### src/rtl/display_idle_dimming_controller_defines.svh
// Assertion macros shared by the display idle dimming controller RTL.
`ifndef DISPLAY_IDLE_DIMMING_CONTROLLER_DEFINES_SVH
`define DISPLAY_IDLE_DIMMING_CONTROLLER_DEFINES_SVH

// Same-cycle implication, checked on every rising edge outside reset.
`define DIDC_ASSERT_NOW(label, clk, rst_n, ante, cons) \
	label: assert property (@(posedge clk) disable iff (!rst_n) (ante) |-> (cons)) \
		else $error("didc: same-cycle check failed");

// Next-cycle implication, checked on every rising edge outside reset.
`define DIDC_ASSERT_NEXT(label, clk, rst_n, ante, cons) \
	label: assert property (@(posedge clk) disable iff (!rst_n) (ante) |=> (cons)) \
		else $error("didc: next-cycle check failed");

`endif

### src/rtl/didc_pkg.sv
// Types, codes and level helpers for the display idle dimming controller.
package didc_pkg;

	localparam int TIME_BITS_DEF = 16;

	// Event codes carried in the mode field.
	localparam logic [2:0] MODE_TICK      = 3'd0;
	localparam logic [2:0] MODE_RELEASE   = 3'd1;
	localparam logic [2:0] MODE_ACTIVITY  = 3'd2;
	localparam logic [2:0] MODE_FORCE_ON  = 3'd3;
	localparam logic [2:0] MODE_FORCE_OFF = 3'd4;

	// Configuration register indexes.
	localparam logic [2:0] CFG_OPERATIVE_LEVEL = 3'd0;
	localparam logic [2:0] CFG_INACTIVE_LEVEL  = 3'd1;
	localparam logic [2:0] CFG_FREEZE_SECONDS  = 3'd2;
	localparam logic [2:0] CFG_SAVER_SECONDS   = 3'd3;
	localparam logic [2:0] CFG_BLANK_SECONDS   = 3'd4;
	localparam logic [2:0] CFG_SAVER_ENABLED   = 3'd5;

	// Reset values of the configuration registers.
	localparam logic [3:0]  RST_OPERATIVE_LEVEL = 4'd9;
	localparam logic [1:0]  RST_INACTIVE_LEVEL  = 2'd2;
	localparam logic [15:0] RST_FREEZE_SECONDS  = 16'd30;
	localparam logic [15:0] RST_SAVER_SECONDS   = 16'd60;
	localparam logic [15:0] RST_BLANK_SECONDS   = 16'd120;

	localparam logic [3:0] LEVEL_MIN = 4'd1;
	localparam logic [3:0] LEVEL_MAX = 4'd10;

	// Brightness drop below the operative level for each inactive level.
	localparam logic [3:0] DROP_OFF    = 4'd8;
	localparam logic [3:0] DROP_LOW    = 4'd8;
	localparam logic [3:0] DROP_NORMAL = 4'd5;
	localparam logic [3:0] DROP_HIGH   = 4'd1;

	localparam logic [1:0] INACT_OFF    = 2'd0;
	localparam logic [1:0] INACT_LOW    = 2'd1;
	localparam logic [1:0] INACT_NORMAL = 2'd2;

	// Encoded display state as reported on the result word.
	localparam logic [1:0] CODE_OPERATIVE = 2'd0;
	localparam logic [1:0] CODE_FROZEN    = 2'd1;
	localparam logic [1:0] CODE_SAVER     = 2'd2;
	localparam logic [1:0] CODE_OFF       = 2'd3;

	typedef enum logic [3:0] {
		ST_OPERATIVE = 4'b0001,
		ST_FROZEN    = 4'b0010,
		ST_SAVER     = 4'b0100,
		ST_OFF       = 4'b1000
	} disp_st_t;

	typedef struct packed {
		logic [2:0]  mode;
		logic        password_lock;
		logic [15:0] touch_idle_seconds;
		logic        saver_inhibit;
	} req_word_t;

	typedef struct packed {
		logic [1:0] display_state;
		logic [3:0] drive_brightness;
		logic       drive_backlight;
		logic       frozen_flag;
	} rsp_word_t;

	function automatic logic [1:0] state_code(disp_st_t st);
		logic [1:0] code;
		case (st)
			ST_FROZEN: code = CODE_FROZEN;
			ST_SAVER:  code = CODE_SAVER;
			ST_OFF:    code = CODE_OFF;
			default:   code = CODE_OPERATIVE;
		endcase
		return code;
	endfunction

	// Brightness for a state: operative and off use the operative level,
	// the idle states drop by the table delta but never below one.
	function automatic logic [3:0] level_brightness(disp_st_t st, logic [3:0] lvl,
		logic [1:0] inact);
		logic [3:0] delta;
		logic [3:0] res;
		case (inact)
			INACT_OFF:    delta = DROP_OFF;
			INACT_LOW:    delta = DROP_LOW;
			INACT_NORMAL: delta = DROP_NORMAL;
			default:      delta = DROP_HIGH;
		endcase
		if (st inside {ST_OPERATIVE, ST_OFF}) begin
			res = lvl;
		end else if (lvl > delta) begin
			res = lvl - delta;
		end else begin
			res = LEVEL_MIN;
		end
		return res;
	endfunction

	function automatic logic level_backlight(disp_st_t st, logic [1:0] inact);
		logic bl;
		case (st)
			ST_OPERATIVE: bl = 1'b1;
			ST_OFF:       bl = 1'b0;
			default:      bl = (inact != INACT_OFF);
		endcase
		return bl;
	endfunction

endpackage

### src/rtl/display_idle_dimming_controller.sv
// Display idle dimming controller: state, idle timer and drive levels.
// Each result word is registered into the head or the skid slot of the result buffer.
// Throughput: one event word per cycle through a single combinational pass unless the skid slot is full.
// A two-entry result buffer lets events keep flowing while one result waits.
// Reset (arst_n low, asynchronous) puts the display in the operative state,
// clears the idle timer and marks, and loads the register defaults.
module display_idle_dimming_controller #(
	parameter int TIME_BITS = didc_pkg::TIME_BITS_DEF
) (
	input  logic                clk,
	input  logic                arst_n,
	input  logic                req_valid,
	output logic                req_ready,
	input  didc_pkg::req_word_t req_word,
	output logic                rsp_valid,
	input  logic                rsp_ready,
	output didc_pkg::rsp_word_t rsp_word,
	input  logic                cfg_we,
	input  logic [2:0]          cfg_index,
	input  logic [15:0]         cfg_data
);

`include "display_idle_dimming_controller_defines.svh"

	// Timeout compares run on signed values wide enough for the idle timer,
	// the 16-bit settings, and a negative blank-minus-saver difference.
	localparam int CMP_W = ((TIME_BITS > 16) ? TIME_BITS : 16) + 2;

	// Configuration registers.
	logic [3:0]  op_level_q;
	logic [1:0]  inact_level_q;
	logic [15:0] freeze_sec_q;
	logic [15:0] saver_sec_q;
	logic [15:0] blank_sec_q;
	logic        saver_en_q;

	// Controller state.
	didc_pkg::disp_st_t disp_q, disp_n;
	logic                frozen_q, frozen_n;
	logic                forced_q, forced_n;
	logic [TIME_BITS-1:0] idle_q, idle_n;
	logic [3:0]          bright_q, bright_n;
	logic                bl_q, bl_n;

	// Result buffer: a head word shown on the port and a skid word behind it.
	didc_pkg::rsp_word_t head_q, skid_q, result;
	logic                head_v_q, skid_v_q;

	logic push, pop;

	assign req_ready = !skid_v_q;
	assign push      = req_valid && req_ready;
	assign pop       = head_v_q && rsp_ready;
	assign rsp_valid = head_v_q;
	assign rsp_word  = head_q;

	// Tick arithmetic.
	logic [TIME_BITS-1:0] idle_inc;
	logic [CMP_W-1:0]     touch_ext, idle_ext;
	logic [15:0]          freeze_min;
	logic signed [CMP_W-1:0] t_s, b_s, f_s, saver_s;
	logic                 b_nz;

	assign idle_inc   = (&idle_q) ? idle_q : idle_q + 1'b1;
	assign touch_ext  = CMP_W'(req_word.touch_idle_seconds);
	assign idle_ext   = CMP_W'(idle_inc);
	assign freeze_min = (freeze_sec_q < saver_sec_q) ? freeze_sec_q : saver_sec_q;
	assign saver_s    = $signed(CMP_W'(saver_sec_q));

	always_comb begin
		t_s = $signed((touch_ext < idle_ext) ? touch_ext : idle_ext);
		// Blank time counts from the screensaver start when no saver is chosen;
		// the difference may go negative, which makes the blank rule fire at once.
		if (blank_sec_q == '0) begin
			b_s = '0;
		end else if (!saver_en_q) begin
			b_s = $signed(CMP_W'(blank_sec_q)) - saver_s;
		end else begin
			b_s = $signed(CMP_W'(blank_sec_q));
		end
		b_nz = (b_s != '0);
		f_s  = $signed(CMP_W'(freeze_min));
		if (b_nz && (b_s < f_s)) begin
			f_s = b_s;
		end
	end

	// Next-state pass for one event word.
	logic               enter_req;
	didc_pkg::disp_st_t enter_st;

	always_comb begin
		frozen_n  = frozen_q;
		forced_n  = forced_q;
		idle_n    = idle_q;
		enter_req = 1'b0;
		enter_st  = disp_q;
		case (req_word.mode)
			didc_pkg::MODE_TICK: begin
				idle_n = idle_inc;
				// Forced operative or an inhibit source holds every timeout.
				if (!forced_q && !req_word.saver_inhibit) begin
					if (b_nz && (t_s >= b_s) && (disp_q == didc_pkg::ST_SAVER ||
						(disp_q == didc_pkg::ST_FROZEN && !saver_en_q))) begin
						enter_req = 1'b1;
						enter_st  = didc_pkg::ST_OFF;
					end else if ((t_s >= f_s) && bl_q && !frozen_q) begin
						frozen_n = 1'b1;
						if (disp_q != didc_pkg::ST_FROZEN) begin
							enter_req = 1'b1;
							enter_st  = didc_pkg::ST_FROZEN;
						end
					end else if ((t_s >= saver_s) && saver_en_q &&
						disp_q == didc_pkg::ST_FROZEN) begin
						enter_req = 1'b1;
						enter_st  = didc_pkg::ST_SAVER;
					end
				end
			end
			didc_pkg::MODE_RELEASE: begin
				// A release only matters when it ends an idle freeze.
				if (frozen_q) begin
					frozen_n  = 1'b0;
					idle_n    = '0;
					enter_req = 1'b1;
					enter_st  = didc_pkg::ST_OPERATIVE;
				end
			end
			didc_pkg::MODE_ACTIVITY: begin
				idle_n = '0;
				if (disp_q != didc_pkg::ST_OPERATIVE) begin
					if (req_word.password_lock) begin
						// Wake into the frozen state until the password is given.
						frozen_n = 1'b1;
						if (disp_q != didc_pkg::ST_FROZEN) begin
							enter_req = 1'b1;
							enter_st  = didc_pkg::ST_FROZEN;
						end
					end else begin
						frozen_n  = 1'b0;
						enter_req = 1'b1;
						enter_st  = didc_pkg::ST_OPERATIVE;
					end
				end
			end
			didc_pkg::MODE_FORCE_ON: begin
				forced_n  = 1'b1;
				enter_req = 1'b1;
				enter_st  = didc_pkg::ST_OPERATIVE;
			end
			didc_pkg::MODE_FORCE_OFF: begin
				forced_n = 1'b0;
			end
			default: begin
			end
		endcase

		disp_n   = disp_q;
		bright_n = bright_q;
		bl_n     = bl_q;
		if (enter_req) begin
			disp_n = enter_st;
			// While forced operative the panel keeps its drive levels, except on entry to the operative state.
			if (!forced_q || enter_st == didc_pkg::ST_OPERATIVE) begin
				bright_n = didc_pkg::level_brightness(enter_st, op_level_q, inact_level_q);
				bl_n     = didc_pkg::level_backlight(enter_st, inact_level_q);
			end
		end

		result.display_state    = didc_pkg::state_code(disp_n);
		result.drive_brightness = bright_n;
		result.drive_backlight  = bl_n;
		result.frozen_flag      = frozen_n;
	end

	// Operative level writes are clamped into the valid range.
	logic [3:0] lvl_clamped;

	always_comb begin
		lvl_clamped = cfg_data[3:0];
		if (lvl_clamped < didc_pkg::LEVEL_MIN) begin
			lvl_clamped = didc_pkg::LEVEL_MIN;
		end else if (lvl_clamped > didc_pkg::LEVEL_MAX) begin
			lvl_clamped = didc_pkg::LEVEL_MAX;
		end
	end

	always_ff @(posedge clk or negedge arst_n) begin
		if (!arst_n) begin
			op_level_q    <= didc_pkg::RST_OPERATIVE_LEVEL;
			inact_level_q <= didc_pkg::RST_INACTIVE_LEVEL;
			freeze_sec_q  <= didc_pkg::RST_FREEZE_SECONDS;
			saver_sec_q   <= didc_pkg::RST_SAVER_SECONDS;
			blank_sec_q   <= didc_pkg::RST_BLANK_SECONDS;
			saver_en_q    <= 1'b1;
			disp_q        <= didc_pkg::ST_OPERATIVE;
			frozen_q      <= 1'b0;
			forced_q      <= 1'b0;
			idle_q        <= '0;
			bright_q      <= didc_pkg::RST_OPERATIVE_LEVEL;
			bl_q          <= 1'b1;
		end else if (cfg_we) begin
			case (cfg_index)
				didc_pkg::CFG_OPERATIVE_LEVEL: begin
					op_level_q <= lvl_clamped;
					// The drive level follows a new operative level at once,
					// even while forced operative.
					bright_q <= didc_pkg::level_brightness(disp_q, lvl_clamped,
						inact_level_q);
				end
				didc_pkg::CFG_INACTIVE_LEVEL: inact_level_q <= cfg_data[1:0];
				didc_pkg::CFG_FREEZE_SECONDS: freeze_sec_q  <= cfg_data;
				didc_pkg::CFG_SAVER_SECONDS:  saver_sec_q   <= cfg_data;
				didc_pkg::CFG_BLANK_SECONDS:  blank_sec_q   <= cfg_data;
				didc_pkg::CFG_SAVER_ENABLED:  saver_en_q    <= cfg_data[0];
				default: begin
				end
			endcase
		end else if (push) begin
			disp_q   <= disp_n;
			frozen_q <= frozen_n;
			forced_q <= forced_n;
			idle_q   <= idle_n;
			bright_q <= bright_n;
			bl_q     <= bl_n;
		end
	end

	// Result buffer control. A new word goes to the head when the head is
	// free or drains this cycle with nothing behind it, else to the skid slot.
	logic head_v_n, skid_v_n, load_head_from_skid, load_head_new, load_skid;

	always_comb begin
		head_v_n            = head_v_q;
		skid_v_n            = skid_v_q;
		load_head_from_skid = 1'b0;
		load_head_new       = 1'b0;
		load_skid           = 1'b0;
		if (pop) begin
			if (skid_v_q) begin
				load_head_from_skid = 1'b1;
				skid_v_n            = 1'b0;
			end else begin
				head_v_n = 1'b0;
			end
		end
		if (push) begin
			if (!head_v_q || (pop && !skid_v_q)) begin
				load_head_new = 1'b1;
				head_v_n      = 1'b1;
			end else begin
				load_skid = 1'b1;
				skid_v_n  = 1'b1;
			end
		end
	end

	always_ff @(posedge clk or negedge arst_n) begin
		if (!arst_n) begin
			head_v_q <= 1'b0;
			skid_v_q <= 1'b0;
		end else begin
			head_v_q <= head_v_n;
			skid_v_q <= skid_v_n;
		end
	end

	always_ff @(posedge clk) begin
		if (load_head_from_skid) begin
			head_q <= skid_q;
		end else if (load_head_new) begin
			head_q <= result;
		end
		if (load_skid) begin
			skid_q <= result;
		end
	end

	`DIDC_ASSERT_NOW(a_skid_behind_head, clk, arst_n, skid_v_q, head_v_q)
	`DIDC_ASSERT_NOW(a_operative_lit, clk, arst_n, disp_q == didc_pkg::ST_OPERATIVE, bl_q)
	`DIDC_ASSERT_NEXT(a_activity_clears_idle, clk, arst_n,
		push && !cfg_we && req_word.mode == didc_pkg::MODE_ACTIVITY, idle_q == '0)
	`DIDC_ASSERT_NEXT(a_drain_empties, clk, arst_n, pop && !push && !skid_v_q, !head_v_q)

endmodule

### config.mk
export PLATFORM = sky130hd
export DESIGN_NAME = display_idle_dimming_controller
export DESIGN_NICKNAME = d
export VERILOG_FILES = /design/src/rtl/didc_pkg.sv /design/src/rtl/display_idle_dimming_controller.sv
export VERILOG_INCLUDE_DIRS = /design/src /design/src/rtl
export SDC_FILE = /design/constraint.sdc
export NUM_CORES = 1
export LEC_CHECK = 0
export BUFFER_PORTS_ARGS = -buffer_cell sky130_fd_sc_hd__buf_2
export CAP_MARGIN = 10
export CORE_ASPECT_RATIO = 1.5
export CORE_MARGIN = 3
export CORE_UTILIZATION = 60
export DETAILED_ROUTE_END_ITERATION = 8
export GPL_TIMING_DRIVEN = 0
export PLACE_DENSITY = 0.84
export SLEW_MARGIN = 5
export SYNTH_ARGS = -nofsm -noshare
export SYNTH_HDL_FRONTEND = slang
export SYNTH_SLANG_ARGS = --single-unit
### constraint.sdc
create_clock -name clk -period 18.28 [get_ports clk]
set_input_delay 0.914 -clock clk [delete_from_list [all_inputs] [get_ports clk]]
set_output_delay 0.914 -clock clk [all_outputs]
set_load 0.01 [all_outputs]
* Yosys cells after proc, flatten, opt, wreduce, memory -nomap -nowiden *
Cells that the tools add are included.

storage, ports and cells
  register bits after elaboration = 100
  output and inout bits = 10
  word-level logic and storage cells = 175
  input bits = 45

cells by class
  reduce and logical (&&, ||, !) cells = 45
  equality and inequality tests = 24
  add/sub/neg operators = 4
  order comparisons = 10
  bitwise logic cells = 1
  multiplexer cells = 69

operators by type and width
  cell                     number
  $mux W4                  24
  $mux W16                 4
  $mux W18                 3
  $pmux W16 S3             1
  $ge A17 B18 Y1           2
  $lt A16 B16 Y1           2
  $mux W1                  28
  $lt A18 B17 Y1           1
  $reduce_bool A18 Y1      1
  $sub A16 B16 Y17         1
  $add A16 B1 Y16 const B  1
  $ge A16 B16 Y1           1
  $logic_not A16 Y1        1
  $mux W8                  2
  $pmux W4 S4              1
  $reduce_and A16 Y1       1
  $reduce_and A2 Y1        8
  $eq A3 B2 Y1 const B     4
  $eq A4 B4 Y1 const B     3
  $logic_and A1 B1 Y1      12
  $reduce_bool A2 Y1       6
  $eq A3 B3 Y1 const B     3
  $eq A4 B1 Y1 const B     2
  $eq A4 B2 Y1 const B     2
  other kinds (26)         39

* Longest topological paths before layout *
Gate-level depths: netlist of the first run.

  word-level depth = 24
  gate-level depth with buffers = 38
  depth with buffers taken out = 36

* Worst setup path after synthesis of the first run *
OpenSTA, ideal clock, no wires.

  kind = register to register
  from = register saver_sec_q[5]
  to = register skid_q[2] (netlist name) (data pin)
  path buffers = 2
  required time = 18.010 ns
  library setup time = 0.270 ns
  setup slack = 9.744 ns
  arrival = 8.266 ns
  stages on the path, launching flop included = 39
  clock period less this slack = 8.536 ns
  cells stage by stage = dfstp_2 inv_1 ha_1 a21o_1 a21o_1 a2111oi_0 o21ai_0 a31oi_1 nor2_1 o22a_1 clkbuf_1 mux2i_1 ha_1 a21o_1 a21o_1 a21o_1 a21o_1 a21o_1 [3 not listed] a2111oi_2 or3b_1 a31oi_4 buf_4 mux2_2 ha_1 a21o_1 a21o_1 a221oi_1 o21ai_0 a221oi_1 a21oi_1 mux2i_1 o31ai_1 a21boi_2 o211ai_4 mux2i_1 mux2i_1

on the way
  longest elaborated chain between the ends = 18
  elaborated cells between the ends (all ways) = 35
  those cells by class = add/sub (1); order compare (5); eq/ne (2); mux (17); reduce/logical (10)

RTL lines
  element                                                       RTL line                                                                      source
  start, declared                                               display_idle_dimming_controller.sv:33                                         logic [15:0] saver_sec_q;
  start signal, assigned                                        display_idle_dimming_controller.sv:193                                        saver_sec_q <= didc_pkg::RST_SAVER_SECONDS;
  start signal, assigned                                        display_idle_dimming_controller.sv:213                                        didc_pkg::CFG_SAVER_SECONDS: saver_sec_q <= cfg_data;
  $sub A16 B16 Y17                                              display_idle_dimming_controller.sv:77                                         b_s = $signed(CMP_W'(blank_sec_q)) - saver_s;
  $mux W18                                                      display_idle_dimming_controller.sv:76                                         end else if (!saver_en_q) begin
  $mux W18                                                      display_idle_dimming_controller.sv:74                                         if (blank_sec_q == '0) begin
  $lt A18 B17 Y1 / $reduce_bool A18 Y1 (equally long branches)  display_idle_dimming_controller.sv:83, display_idle_dimming_controller.sv:81
  $logic_and A1 B1 Y1                                           display_idle_dimming_controller.sv:83                                         if (b_nz && (b_s < f_s)) begin
  $mux W18                                                      display_idle_dimming_controller.sv:83
  $ge A17 B18 Y1                                                display_idle_dimming_controller.sv:107                                        end else if ((t_s >= f_s) && bl_q && !frozen_q) begin
  $logic_and A1 B1 Y1 (2 in series)                             display_idle_dimming_controller.sv:107
  [2 not listed]                                                n/a
  $mux W4                                                       display_idle_dimming_controller.sv:102                                        if (!forced_q && !req_word.saver_inhibit) begin
  $pmux W4 S4                                                   display_idle_dimming_controller.sv:98                                         case (req_word.mode)
  $eq A4 B1 Y1 / $eq A4 B4 Y1 (equally long branches)           didc_pkg.sv:91, display_idle_dimming_controller.sv:164
  $reduce_bool A2 Y1                                            didc_pkg.sv:91                                                                if (st inside {ST_OPERATIVE, ST_OFF}) begin
  $mux W4                                                       didc_pkg.sv:91
  $mux W4                                                       display_idle_dimming_controller.sv:164                                        if (!forced_q || enter_st == didc_pkg::ST_OPERATIVE) begin
  $mux W4 (*)                                                   display_idle_dimming_controller.sv:161                                        if (enter_req) begin
  named net bright_n[0]                                         display_idle_dimming_controller.sv:42                                         logic [3:0] bright_q, bright_n;
  end signal, assigned                                          display_idle_dimming_controller.sv:275                                        skid_q <= result;
  end, declared                                                 display_idle_dimming_controller.sv:46                                         didc_pkg::rsp_word_t head_q, skid_q, result;

Mark *: on every way through the listed nets, which the timed path passes. The rest lies on a longest branch.
A chain may end at the register's enable or synchronous reset.

* Worst setup path after layout of the first run *
Ends and elaborated chain as after synthesis.

==> results.md, run 1 <==
- The number of nets in the synthesized netlist is 1174.
- The path class of the tightest hold or removal check is input pin to asynchronous set/reset pin.
- After synthesis, the share of flip-flops with an asynchronous set or reset is 0.840.
- The arrival time reported for the critical path endpoint is 11100 ps.
- Dividing total power by cell area gives a power density of 138 nW/um^2.
- The slowest stage of the critical path is the sky130_fd_sc_hd__a221oi_1 cell.
- The number of buffers inserted during clock tree synthesis is 9.
- Counting every instance in the synthesized netlist gives 1010.
- The remaining number of nets flagged by the antenna check after routing is 0.
- The number of global-route vias before repair is 8258.
- Entering global routing, the biggest net connects 54 pins.
- A synthesized cell averages 9.13 sq um.
- The count of H-tree levels built during CTS is 3.
- The tree built by TritonCTS fans out to 100 sinks.
- The initial antenna violation count was 0.
- The die is 158 microns tall.
- The total count of max-transition violations in the final report came to 0.
- The post-route worst hold slack is 496 ps.
- The cell with the most instances after synthesis is sky130_fd_sc_hd__ha_1.
- In the finished design, the share of the clock period the worst path needs comes to 0.603.
- Setup repair after global routing left no endpoint under its margin.
- The number of antenna cells inserted is 0.
- The starting density of the core is 0.623.
- Buffers placed on the I/O ports in this run total 53.
- The leakage component of the power is 0.00459 uW.
- The die area is 16900 sq um.
- After detailed routing, the average wire length per cell comes to 19.6 microns.
- Setup violations remaining at the end of the flow were counted as 0.
- The synthesized design contains 100 register bits.
- Based on the critical path, the design can be clocked at up to 90.7 MHz.
- The final weighted congestion in routability-driven placement is 0.971.
- Summed over all instances, the cell type with the most area after synthesis is sky130_fd_sc_hd__dfrtp_1.
- The endpoint class of the critical path is a flip-flop.
- The synthesized design contains 16 enable-type register cells.
- Of the synthesized area, sequential elements account for 0.283.
- The critical path launch point type is a flip-flop.
- The worst setup path is of the flip-flop to flip-flop kind.
- The sum of net half-perimeters after detailed placement is 20400 microns.
- The clock passes through at most 2 buffers.
- Summing over every cut layer, the via total after detailed routing is 8169.
- The data required time of the critical path is 18350 ps.
- The synthesized netlist occupies a cell area of 9220 sq um.
- The final design instance area without fill is 10000 sq um.
- After floorplanning, the core was sized to cover 14800 sq um.
- Summing all multi-input logic gate instances after layout gives 6170 sq um.
- After global routing the overflow that remains totals 0.
- The iteration-0 DRC count of the detailed router is 628.
- The maximum fanout count along the critical path is 10.
- The slew at the pin with the worst max-slew slack is 846 ps.
- The overall routed net length is 25100 microns.
- The clock reaches the later pin of the worst-skew pair after 350 ps.
- The cell row count is 54.
- The flow ran to the end, and the final reports show no timing, DRC or antenna violations.
- The flip-flop and latch area is 2610 sq um.
- The cell seen most often among critical-path stages is sky130_fd_sc_hd__a21o_1.
- TritonCTS built the clock tree.
- The pre-antenna-repair detailed-routing pass consisted of 7 iterations.
- In the post-synthesis netlist, the biggest area contributors are sky130_fd_sc_hd__dfrtp_1 (17%), sky130_fd_sc_hd__ha_1 (16%), sky130_fd_sc_hd__mux2_2 (8.3%).
- Counting distinct cell types in the post-synthesis netlist gives 86.
- The die outline width is 107 microns.
- The clock root buffer is sky130_fd_sc_hd__clkbuf_16.
- For this design, the CTS-stage hold fixing added 0 buffers.
- The flop-to-flop setup slack is 7250 ps.
- The final-stage net count is 1240.
- After synthesis, the most frequently instantiated cells are sky130_fd_sc_hd__ha_1 (118), sky130_fd_sc_hd__nand2_1 (87), sky130_fd_sc_hd__inv_1 (72).
- The layout has 1221 filler cells.
- The detail-routed via count per cell is 6.40.
- The post-cts gate resize count is 0.
- For the worst flop-to-flop path, the logic depth is 38.
- The worst register-to-register path begins at saver_sec_q[5]$_DFFE_PN1P_.
- The worst register-to-register path ends at skid_q[2]$_DFFE_PP_.
- The share of synthesized area in the top cell type comes to 0.174.
- 55 I/O pins were placed.
- The maximum vdd drop is 0.0885 mV.
- In the final layout, the share of cells above drive strength 1 is 0.188.
- Yosys printed 0 warnings.
- The delay of the slowest cell on the worst path is 620 ps.
- After clock tree synthesis, the clock-pin slew on the worst setup and hold paths is 70 ps.
- Max-cap violations in this run came to 0.
- The count of final hold-check violations is 0.
- The cell class contributing the biggest share of worst-path delay is compound AO/OA/AOI/OAI gates.
- The number of setup buffers added after CTS is 0.
- The area overhead of the layout relative to synthesis is 8.95%.
- The worst-case headroom to the max-slew limit is 0.432.
- The wire length of the first global-routing pass is 40200 microns.
- The overall track demand over capacity in global routing is 0.302.
- The final period demand of the worst path is 11030 ps.
- In the routed design, unresolved DRC markers number 0.
- The total buffers and inverters traversed by the critical path is 3.
- The clock skew after layout is 7.37 ps.
- After detailed placement, the total cell area comes to 9770 sq um.
- Adding up every negative setup slack in the final design gives 0 ps.
- The primary flip-flop cell chosen by synthesis mapping is sky130_fd_sc_hd__dfrtp_1.
## worst max-delay path by stage
stage | start | to | slack (ps) | depth (start not counted)
after floorplan | saver_sec_q[5]$_DFFE_PN1P_ | skid_q[2]$_DFFE_PP_ | 9740 | 38
after global placement | saver_sec_q[5]$_DFFE_PN1P_ | rsp_word[2]$_DFFE_PP_ | 7930 | 38
after detailed placement | saver_sec_q[5]$_DFFE_PN1P_ | skid_q[2]$_DFFE_PP_ | 7760 | 38
after CTS | saver_sec_q[5]$_DFFE_PN1P_ | skid_q[2]$_DFFE_PP_ | 7390 | 38
after global routing | saver_sec_q[5]$_DFFE_PN1P_ | skid_q[2]$_DFFE_PP_ | 6920 | 38
final | saver_sec_q[5]$_DFFE_PN1P_ | skid_q[2]$_DFFE_PP_ | 7250 | 38
## report_power, final
group,leakage (uW),internal (uW),switching (uW)
registers,0.00116,293,51.4
clock network,0.000138,96.9,89.1
logic,0.00329,362,491
total,0.00459,752,632
## layout make-up
class                      count  share of cell area
clock buffer                  11              0.0242
inverter                      73              0.0273
multi-input combinational    797               0.614
tap                          196              0.0244
timing repair buffer          55              0.0301
sequential                   100               0.259
clock inverter                 5             0.00349
buffer                        40              0.0173
## cells in the final DEF, fill, tap and decap left out, types with 26 or more instances in the layout
cell type / count
sky130_fd_sc_hd__a21o_1: 26
sky130_fd_sc_hd__a21oi_1: 65
sky130_fd_sc_hd__buf_2: 59
sky130_fd_sc_hd__clkbuf_1: 31
sky130_fd_sc_hd__dfrtp_1: 64
sky130_fd_sc_hd__ha_1: 118
sky130_fd_sc_hd__inv_1: 72
sky130_fd_sc_hd__mux2_2: 68
sky130_fd_sc_hd__mux2i_1: 37
sky130_fd_sc_hd__nand2_1: 87
sky130_fd_sc_hd__nor2_1: 43
sky130_fd_sc_hd__o21ai_0: 71
## kinds of logic (layout without fill, tap and decap cells)
group                      count (synthesis)  in the layout  synth area share
DFF                                      100            100             0.283
AOI/OAI and AO/OA                        278            278             0.206
muxes                                    107            107             0.127
buffers and inverters                    113            184            0.0486
and+or+nand+nor                          272            272             0.153
xor gates and xnor gates                  21             21            0.0199
adders and majority gates                119            119             0.162
## flip-flops by register name, indices dropped and copies added (netlist names)
| signal | count |
|---|---|
| bright_q | 4 |
| freeze_sec_q | 16 |
| rsp_valid | 1 |
| saver_sec_q | 16 |
| op_level_q | 4 |
| frozen_q | 1 |
| bl_q | 1 |
| skid_v_q | 1 |
| forced_q | 1 |
| rsp_word | 8 |
| idle_q | 16 |
| saver_en_q | 1 |
| skid_q | 8 |
| disp_q | 4 |
| blank_sec_q | 16 |
| inact_level_q | 2 |
## through the flow
step | power [uW] | instances | util | worst slack [ps]
3_3_place_gp | 1150 | 1259 | 0.658 | 7930
6_report | 1380 | 1277 | 0.679 | 7250
4_1_cts | 1370 | 1277 | 0.679 | 7390
2_1_floorplan | 959 | 1010 | - | 9740
3_5_place_dp | 1180 | 1261 | 0.660 | 7760
5_1_grt | 1490 | 1277 | 0.679 | 6920
## routing by layer
| metal | vias up | part of all wire | GRT usage | routed length (microns) |
|---|---|---|---|---|
| met5 | - | 0 | 0 | 0 |
| met4 | 0 | 0.072 | 0.201 | 1820 |
| met2 | 293 | 0.52 | 0.554 | 12900 |
| li1 | 3876 | - | - | - |
| met1 | 3879 | 0.37 | 0.320 | 9310 |
| met3 | 121 | 0.041 | 0.0388 | 1040 |
No activity file was read; power rests on OpenSTA's default activity.
==> run 2: changes to the inputs <==
==> constraint.sdc (replaced) <==
create_clock -name clk -period 11.1 [get_ports clk]
set_input_delay 0.555 -clock clk [delete_from_list [all_inputs] [get_ports clk]]
set_output_delay 0.555 -clock clk [all_outputs]
set_load 0.01 [all_outputs]
==> run 2 against run 1 <==
Effect of this change: sequential share of layout area about the same; global-route usage unchanged; cell area increased by 0.11%; maximum frequency increased by 3.0%; worst setup slack got worse by 6900 ps.
==> results.md, run 2 (synthesis gave the netlist of run 1 again) <==
- The leakage component of the power is 0.00459 uW (about the same).
- The portion of total power attributed to combinational logic is 0.617 (about the same).
- In the layout the commonest cells are sky130_fd_sc_hd__ha_1 (118), sky130_fd_sc_hd__nand2_1 (87), sky130_fd_sc_hd__inv_1 (72).
- The remaining global-route overflow is 0 (unchanged).
- The count of H-tree levels built during CTS is 3 (unchanged).
- The cell seen most often among critical-path stages is sky130_fd_sc_hd__a21o_1.
- The clock root buffer is sky130_fd_sc_hd__clkbuf_16.
- The post-CTS repair timing setup buffer count was 0 (unchanged).
- The via total after detailed routing is 8169 (unchanged).
- The design internal power is 1240 uW (+65%).
- The mean routed wirelength per cell was 19.6 microns (about the same).
- The worst setup path is captured at a flip-flop.
- The end-of-flow core utilization is 0.680 (+0.000761).
- The maximum count of clock buffers along a single path is 2 (unchanged).
- The starting density of the core was 0.623 (unchanged).
- The power density over the cells was 227 nW/um^2 (+65%).
- The number of global-route vias before repair is 8258 (unchanged).
- The number of standard cells in the final layout excluding fillers is 1277 (unchanged).
- The sum of net half-perimeters after detailed placement is 20400 microns (unchanged).
- The routed length on met2 is 12900 microns (-0.57%).
- The commonest non-fill, non-tap cell in the layout is sky130_fd_sc_hd__ha_1.
- The max-cap violation count is 0 (unchanged).
- The final weighted congestion in routability-driven placement is 0.971 (unchanged).
- STA classifies the critical path startpoint as a flip-flop.
- The total count of max-transition violations in the final report is 0 (unchanged).
- The count of buffers from port buffering is 53 (unchanged).
- The count of filler cells inserted in the layout is 1217 (-0.33%).
- The portion of total power attributed to sequential cells is 0.248 (about the same).
- The die area is 16900 sq um (unchanged).
- The pin count of the biggest net entering global routing is 54 (unchanged).
- The final-stage net count came to 1240 (unchanged).
- The setup-violating endpoint count in the final report is 0 (unchanged).
- The worst reg-to-reg path cell count was 38 (unchanged).
- The quantity of hold-fixing buffers added after cts is 0 (unchanged).
- The data required time of the critical path is 11170 ps (-7180 ps).
- The wire length on met3 is 1010 microns (-2.1%).
- The post-placement cell count is 1261 (unchanged).
- The maximum fanout count along the critical path was 10 (unchanged).
- For this design, the slowest cell found on the critical path is sky130_fd_sc_hd__dfstp_2.
- Relative to the synthesized area, the layout overhead comes to 9.08%.
- The share of the clock period used by the worst path after layout was 0.965 (+0.362).
- The overall track demand over capacity in global routing is 0.302 (unchanged).
- The flow ran to the end, and the final reports show no timing, DRC or antenna violations.
- The worst-case headroom to the max-slew limit was 0.463 (+0.0318).
- The clock skew after layout was 9.25 ps (+1.87 ps).
- The number of buffers inserted during clock tree synthesis is 9 (unchanged).
- The remaining number of nets flagged by the antenna check after routing came to 0 (unchanged).
- The final period demand of the worst path is 10710 ps (-319 ps).
- The iteration-0 DRC count of the detailed router was 590 (-6.1%).
- The die boundary height is 158 microns (unchanged).
- The count of final hold-check violations is 0 (unchanged).
- Setup repair after global routing left no endpoint under its margin.
- The overall routed net length is 25100 microns (about the same).
- The detail-routed via count per cell is 6.40 (unchanged).
- The initial antenna violation count is 0 (unchanged).
- The net switching power of the design is 1040 uW (+65%).
- The die outline width is 107 microns (unchanged).
- The cell row count came to 54 (unchanged).
- The number of top-level design ports came to 55 (unchanged).
- The path class of the tightest hold or removal check is input pin to asynchronous set/reset pin.
- In this run the top signal layer used is met4.
- The remaining design rule violation count is 0 (unchanged).
- The delay of the slowest cell on the worst path is 560 ps (-60 ps).
- The length of the first detailed-routing pass in iterations is 5 (-2).
- The maximum vdd drop is 0.145 mV (+64%).
- The setup total negative slack is 0 ps (unchanged).
- The post-cts gate resize count came to 0 (unchanged).
- The switching fraction of total power is 0.457 (+0.000523).
- The clock-pin slew reported for the worst setup and hold paths after clock tree synthesis is 70 ps (about the same).
- The area of the core came to 14800 sq um (unchanged).
- The fmax is 93.3 MHz (+3.0%).
- The startpoint-to-endpoint class of the critical path is flip-flop to flip-flop.
- The insertion delay of the later-clocked pin in the worst-skew pair is 350 ps (about the same).
- The met1 wire length is 9380 microns (+0.80%).
- The number of antenna cells inserted is 0 (unchanged).
- The post-route worst hold slack is 139 ps (-357 ps).
- The slew at the pin with the worst max-slew slack is 799 ps (-47.3 ps).
- The clock sink total is 100 (unchanged).
- The arrival time reported for the critical path endpoint is 10780 ps (-320 ps).
- The fraction of layout cells with a size suffix above 1 was 0.190 (+0.00185).
- The CTS tree is yes.
- The part of the total power dissipated in the clock network is 0.135 (about the same).
- The wire length of the first global-routing pass is 40200 microns (unchanged).
run 2: cell counts in the layout (fill, tap and decap cells not counted):
No cell type changed its count.
run 2: power groups by stage:
| stage | Clock [uW] | Sequential (uW) | Combinational, uW |
|---|---|---|---|
| floorplan | 0 | 550 | 1030 |
| global placement | 0 | 567 | 1330 |
| detailed placement | 0 | 570 | 1370 |
| CTS | 309 | 565 | 1380 |
| global route | 324 | 578 | 1550 |
| finish | 308 | 568 | 1410 |
run 2: final timing paths:
kind	endpoint	slack, ps	start
setup / recovery	skid_q[2]$_DFFE_PP_	390	saver_sec_q[5]$_DFFE_PN1P_
hold / removal	idle_q[1]$_DFFE_PN0P_	140	arst_n
setup reg to reg	skid_q[2]$_DFFE_PP_	390	saver_sec_q[5]$_DFFE_PN1P_
hold reg to reg	op_level_q[0]$_DFFE_PN1P_	510	op_level_q[0]$_DFFE_PN1P_
max in group asynchronous	bl_q$_DFFE_PN1P_	10280	arst_n
min in group clk	skid_v_q$_DFF_PN0_	430	rsp_ready
run 2: critical path, delay by kind of cell, from the launching register on:
family,cells,cell delay [ps]
flip-flops,1,560
AND/OR/NAND/NOR,3,690
AO/OA/AOI/OAI,24,6170
adder cells (fa/ha/maj),3,890
buffers and inverters,3,620
multiplexers,5,1490
run 2: per-layer routing:
| layer | vias up | global-route usage |
|---|---|---|
| met1 | 3872 | 0.320 |
| met2 | 308 | 0.554 |
| li1 | 3870 | - |
| met4 | 0 | 0.201 |
| met3 | 119 | 0.0388 |
| met5 | - | 0 |
run 2: cell type report:
| cell class | instances | area (sq um) | share of cell area |
|---|---|---|---|
| plain buffers | 40 | 174 | 0.0173 |
| clock buffers | 11 | 243 | 0.0241 |
| clock inverters | 5 | 35.0 | 0.00348 |
| inverters | 73 | 274 | 0.0272 |
| multi-input cells | 797 | 6180 | 0.614 |
| flip-flops and latches | 100 | 2610 | 0.259 |
| well taps | 196 | 245 | 0.0244 |
| repair buffers | 55 | 303 | 0.0301 |
run 2: metrics by stage:
stage	setup WS [ps]	area [sq um]	power, uW
finish	387	10100	2290
floorplan	2560	9220	1580
global route	78.5	10100	2450
detailed placement	578	9770	1940
CTS	214	10000	2260
global placement	753	9730	1900
==> run 3: changes to the inputs <==
--- a/config.mk
+++ b/config.mk
@@ -10,11 +10,11 @@
 export CAP_MARGIN = 10
 export CORE_ASPECT_RATIO = 1.5
 export CORE_MARGIN = 3
-export CORE_UTILIZATION = 60
+export CORE_UTILIZATION = 50
 export DETAILED_ROUTE_END_ITERATION = 8
 export GPL_TIMING_DRIVEN = 0
-export PLACE_DENSITY = 0.84
-export SLEW_MARGIN = 5
+export PLACE_DENSITY = 0.73
+export SLEW_MARGIN = 30
 export SYNTH_ARGS = -nofsm -noshare
 export SYNTH_HDL_FRONTEND = slang
 export SYNTH_SLANG_ARGS = --single-unit
==> run 3 against run 2 <==
Effect of this change: sequential power fell by 1%; maximum frequency grew 3.4%; non-clock buffer count down 1; first-iteration DRC count shrank 33%; critical path type unchanged; critical endpoint unchanged; highest routed layer unchanged.
==> results.md, run 3 (synthesis gave the netlist of run 1 again) <==
- The endpoint class of the critical path is a flip-flop.
- The via total after detailed routing came to 7919 (-3.1%).
- TritonCTS built the clock tree.
- Setup repair after global routing left no endpoint under its margin.
- The pin count of the biggest net entering global routing is 45 (-17%).
- The met1 wire length is 9430 microns (+0.53%).
- The die outline width is 117 microns (+9.0%).
- The maximum fanout count along the critical path is 10 (unchanged).
- The routed length on met2 was 12800 microns (-0.49%).
- The clock-pin slew reported for the worst setup and hold paths after clock tree synthesis is 80 ps (about the same).
- The startpoint-to-endpoint class of the critical path is flip-flop to flip-flop.
- The power density over the cells was 225 nW/um^2 (-0.77%).
- The maximum vdd drop was 0.166 mV (+14%).
- The detail-routed via count per cell is 6.11 (-4.6%).
- The starting density of the core was 0.512 (-0.111).
- The remaining global-route overflow was 0 (unchanged).
- The number of antenna cells inserted is 0 (unchanged).
- The setup-violating endpoint count in the final report is 0 (unchanged).
- The delay of the slowest cell on the worst path was 560 ps (about the same).
- The remaining number of nets flagged by the antenna check after routing is 0 (unchanged).
- The leakage component of the power was 0.00459 uW (about the same).
- The number of standard cells in the final layout excluding fillers is 1297 (+1.6%).
- The net switching power of the design is 1020 uW (-2.4%).
- The final period demand of the worst path is 10360 ps (-350 ps).
- The number of global-route vias before repair is 8012 (-3.0%).
- The max-cap violation count is 0 (unchanged).
- The die boundary height came to 172 microns (+9.2%).
- The flip-flop and latch area is 2610 sq um (unchanged).
- The part of the total power dissipated in the clock network is 0.146 (+0.011).
- The arrival time reported for the critical path endpoint is 10460 ps (-320 ps).
- The wire length of the first global-routing pass is 39900 microns (-0.62%).
- The wire length on met3 is 871 microns (-14%).
- The flow ran to the end, and the final reports show no timing, DRC or antenna violations.
- The cell row count is 60 (+11%).
- The min-delay analysis places its worst path in the category input pin to asynchronous set/reset pin.
- The die area was 20100 sq um (+19%).
- The count of buffers from port buffering came to 53 (unchanged).
- The post-cts gate resize count is 0 (unchanged).
- The final-stage net count is 1239 (-0.081%).
- The worst-case headroom to the max-slew limit was 0.454 (-0.00895).
- The smallest setup slack after layout is 737 ps (+350 ps).
- The count of final hold-check violations is 0 (unchanged).
- The post-route worst hold slack was 92.0 ps (-46.9 ps).
- The total count of max-transition violations in the final report was 0 (unchanged).
- The iteration-0 DRC count of the detailed router is 395 (-33%).
- The setup total negative slack is 0 ps (unchanged).
- The portion of total power attributed to combinational logic is 0.607 (-0.010).
- The number of top-level design ports came to 55 (unchanged).
- The overall track demand over capacity in global routing is 0.253 (-0.0492).
- The sum of net half-perimeters after detailed placement came to 19800 microns (-2.6%).
- The count of H-tree levels built during CTS was 3 (unchanged).
- The number of buffers inserted during clock tree synthesis is 9 (unchanged).
- The area of the core is 18000 sq um (+22%).
- The length of the first detailed-routing pass in iterations is 5 (unchanged).
- The clock root buffer is sky130_fd_sc_hd__clkbuf_16.
- The fmax is 96.5 MHz (+3.4%).
- The post-placement cell count came to 1281 (+1.6%).
- The count of filler cells inserted in the layout is 1654 (+36%).
- The quantity of hold-fixing buffers added after cts is 0 (unchanged).
- The fraction of layout cells with a size suffix above 1 is 0.189 (-0.000750).
- The initial antenna violation count was 0 (unchanged).
- The total area of multi-input combinational cells is 6170 sq um (-0.10%).
- The portion of total power attributed to sequential cells is 0.247 (about the same).
- In the layout the commonest cells are sky130_fd_sc_hd__ha_1 (118), sky130_fd_sc_hd__nand2_1 (87), sky130_fd_sc_hd__inv_1 (72).
- The final weighted congestion in routability-driven placement is 0.964 (-0.73%).
- The cell seen most often among critical-path stages is sky130_fd_sc_hd__a21o_1.
- The post-CTS repair timing setup buffer count is 0 (unchanged).
- The insertion delay of the later-clocked pin in the worst-skew pair is 360 ps (about the same).
- The clock skew after layout is 10.9 ps (+1.67 ps).
- The mean routed wirelength per cell is 18.9 microns (-3.8%).
- The maximum count of clock buffers along a single path is 2 (unchanged).
- The share of the clock period used by the worst path after layout is 0.934 (-0.0315).
- The slew at the pin with the worst max-slew slack was 818 ps (+19.6 ps).
- The cell at the slowest stage of the critical path is sky130_fd_sc_hd__a221oi_1.
- The design internal power is 1260 uW (+1.3%).
- The overall routed net length was 24500 microns (-2.3%).
- In this run the top signal layer used is met4.
- The switching fraction of total power is 0.448 (-0.00932).
- The worst slack after detailed placement is 794 ps (+216 ps).
- The final total power is 2280 uW (-0.37%).
- The library cell used most frequently in the layout, excluding fill and tap cells, is sky130_fd_sc_hd__ha_1.
- Compared with the post-synthesis result, the final layout area differs by 9.51%.
- The clock sink total came to 100 (unchanged).
- The data required time of the critical path was 11190 ps (+20 ps).
- STA classifies the critical path startpoint as a flip-flop.
- The remaining design rule violation count is 0 (unchanged).
## run 3: changes by cell type in the layout (fill, tap and decap cells not counted), sizes merged
cell	delta
clkinv	-1
clkinvlp	+1
buf	-1
bufinv	+1
clkbuf	-1
## run 3: worst max-delay path: cells and delay by family (launching register included)
| family | cells | cell delay (ps) |
|---|---|---|
| buffers and inverters | 4 | 1130 |
| AO/OA/AOI/OAI | 21 | 5230 |
| flip-flops | 1 | 540 |
| multiplexers | 5 | 1610 |
| AND/OR/NAND/NOR | 3 | 620 |
| adder cells (fa/ha/maj) | 3 | 940 |
## run 3: path summary, 6_finish.rpt
check,endpoint,slack (ps),depth (start not counted),from
max in group asynchronous,freeze_sec_q[4]$_DFFE_PN1P_,10360,2,arst_n
worst min-delay path,idle_q[10]$_DFFE_PN0P_,90,1,arst_n
worst max register to register,skid_q[2]$_DFFE_PP_,740,36,saver_sec_q[5]$_DFFE_PN1P_
worst max-delay path,skid_q[2]$_DFFE_PP_,740,36,saver_sec_q[5]$_DFFE_PN1P_
min in group clk,skid_v_q$_DFF_PN0_,430,2,rsp_ready
worst min register to register,saver_sec_q[3]$_DFFE_PN1P_,490,2,saver_sec_q[3]$_DFFE_PN1P_
## run 3: final cells by class
type | count | area share
tap | 217 | 0.0269
timing repair buffer | 54 | 0.0289
buffer | 40 | 0.0172
sequential | 100 | 0.258
multi-input combinational | 797 | 0.611
clock buffer | 10 | 0.0237
clock inverter | 6 | 0.00694
inverter | 73 | 0.0271
## run 3: through the flow
stage          utilization  instance area [sq um]
6_report             0.561                  10100
5_1_grt              0.561                  10100
4_1_cts              0.561                  10100
3_5_place_dp         0.543                   9790
3_3_place_gp         0.542                   9760
2_1_floorplan            -                   9220
## run 3: power groups by stage
| stage | clock network, uW | logic, uW | registers (uW) |
|---|---|---|---|
| finish | 333 | 1380 | 562 |
| global route | 351 | 1540 | 575 |
| CTS | 339 | 1370 | 561 |
| detailed placement | 0 | 1360 | 566 |
| global placement | 0 | 1320 | 564 |
| floorplan | 0 | 1030 | 550 |
## run 3: per-layer routing
metal,up-vias,GRT usage
met2,190,0.455
li1,3865,-
met1,3794,0.280
met4,0,0.144
met5,-,0
met3,70,0.0361
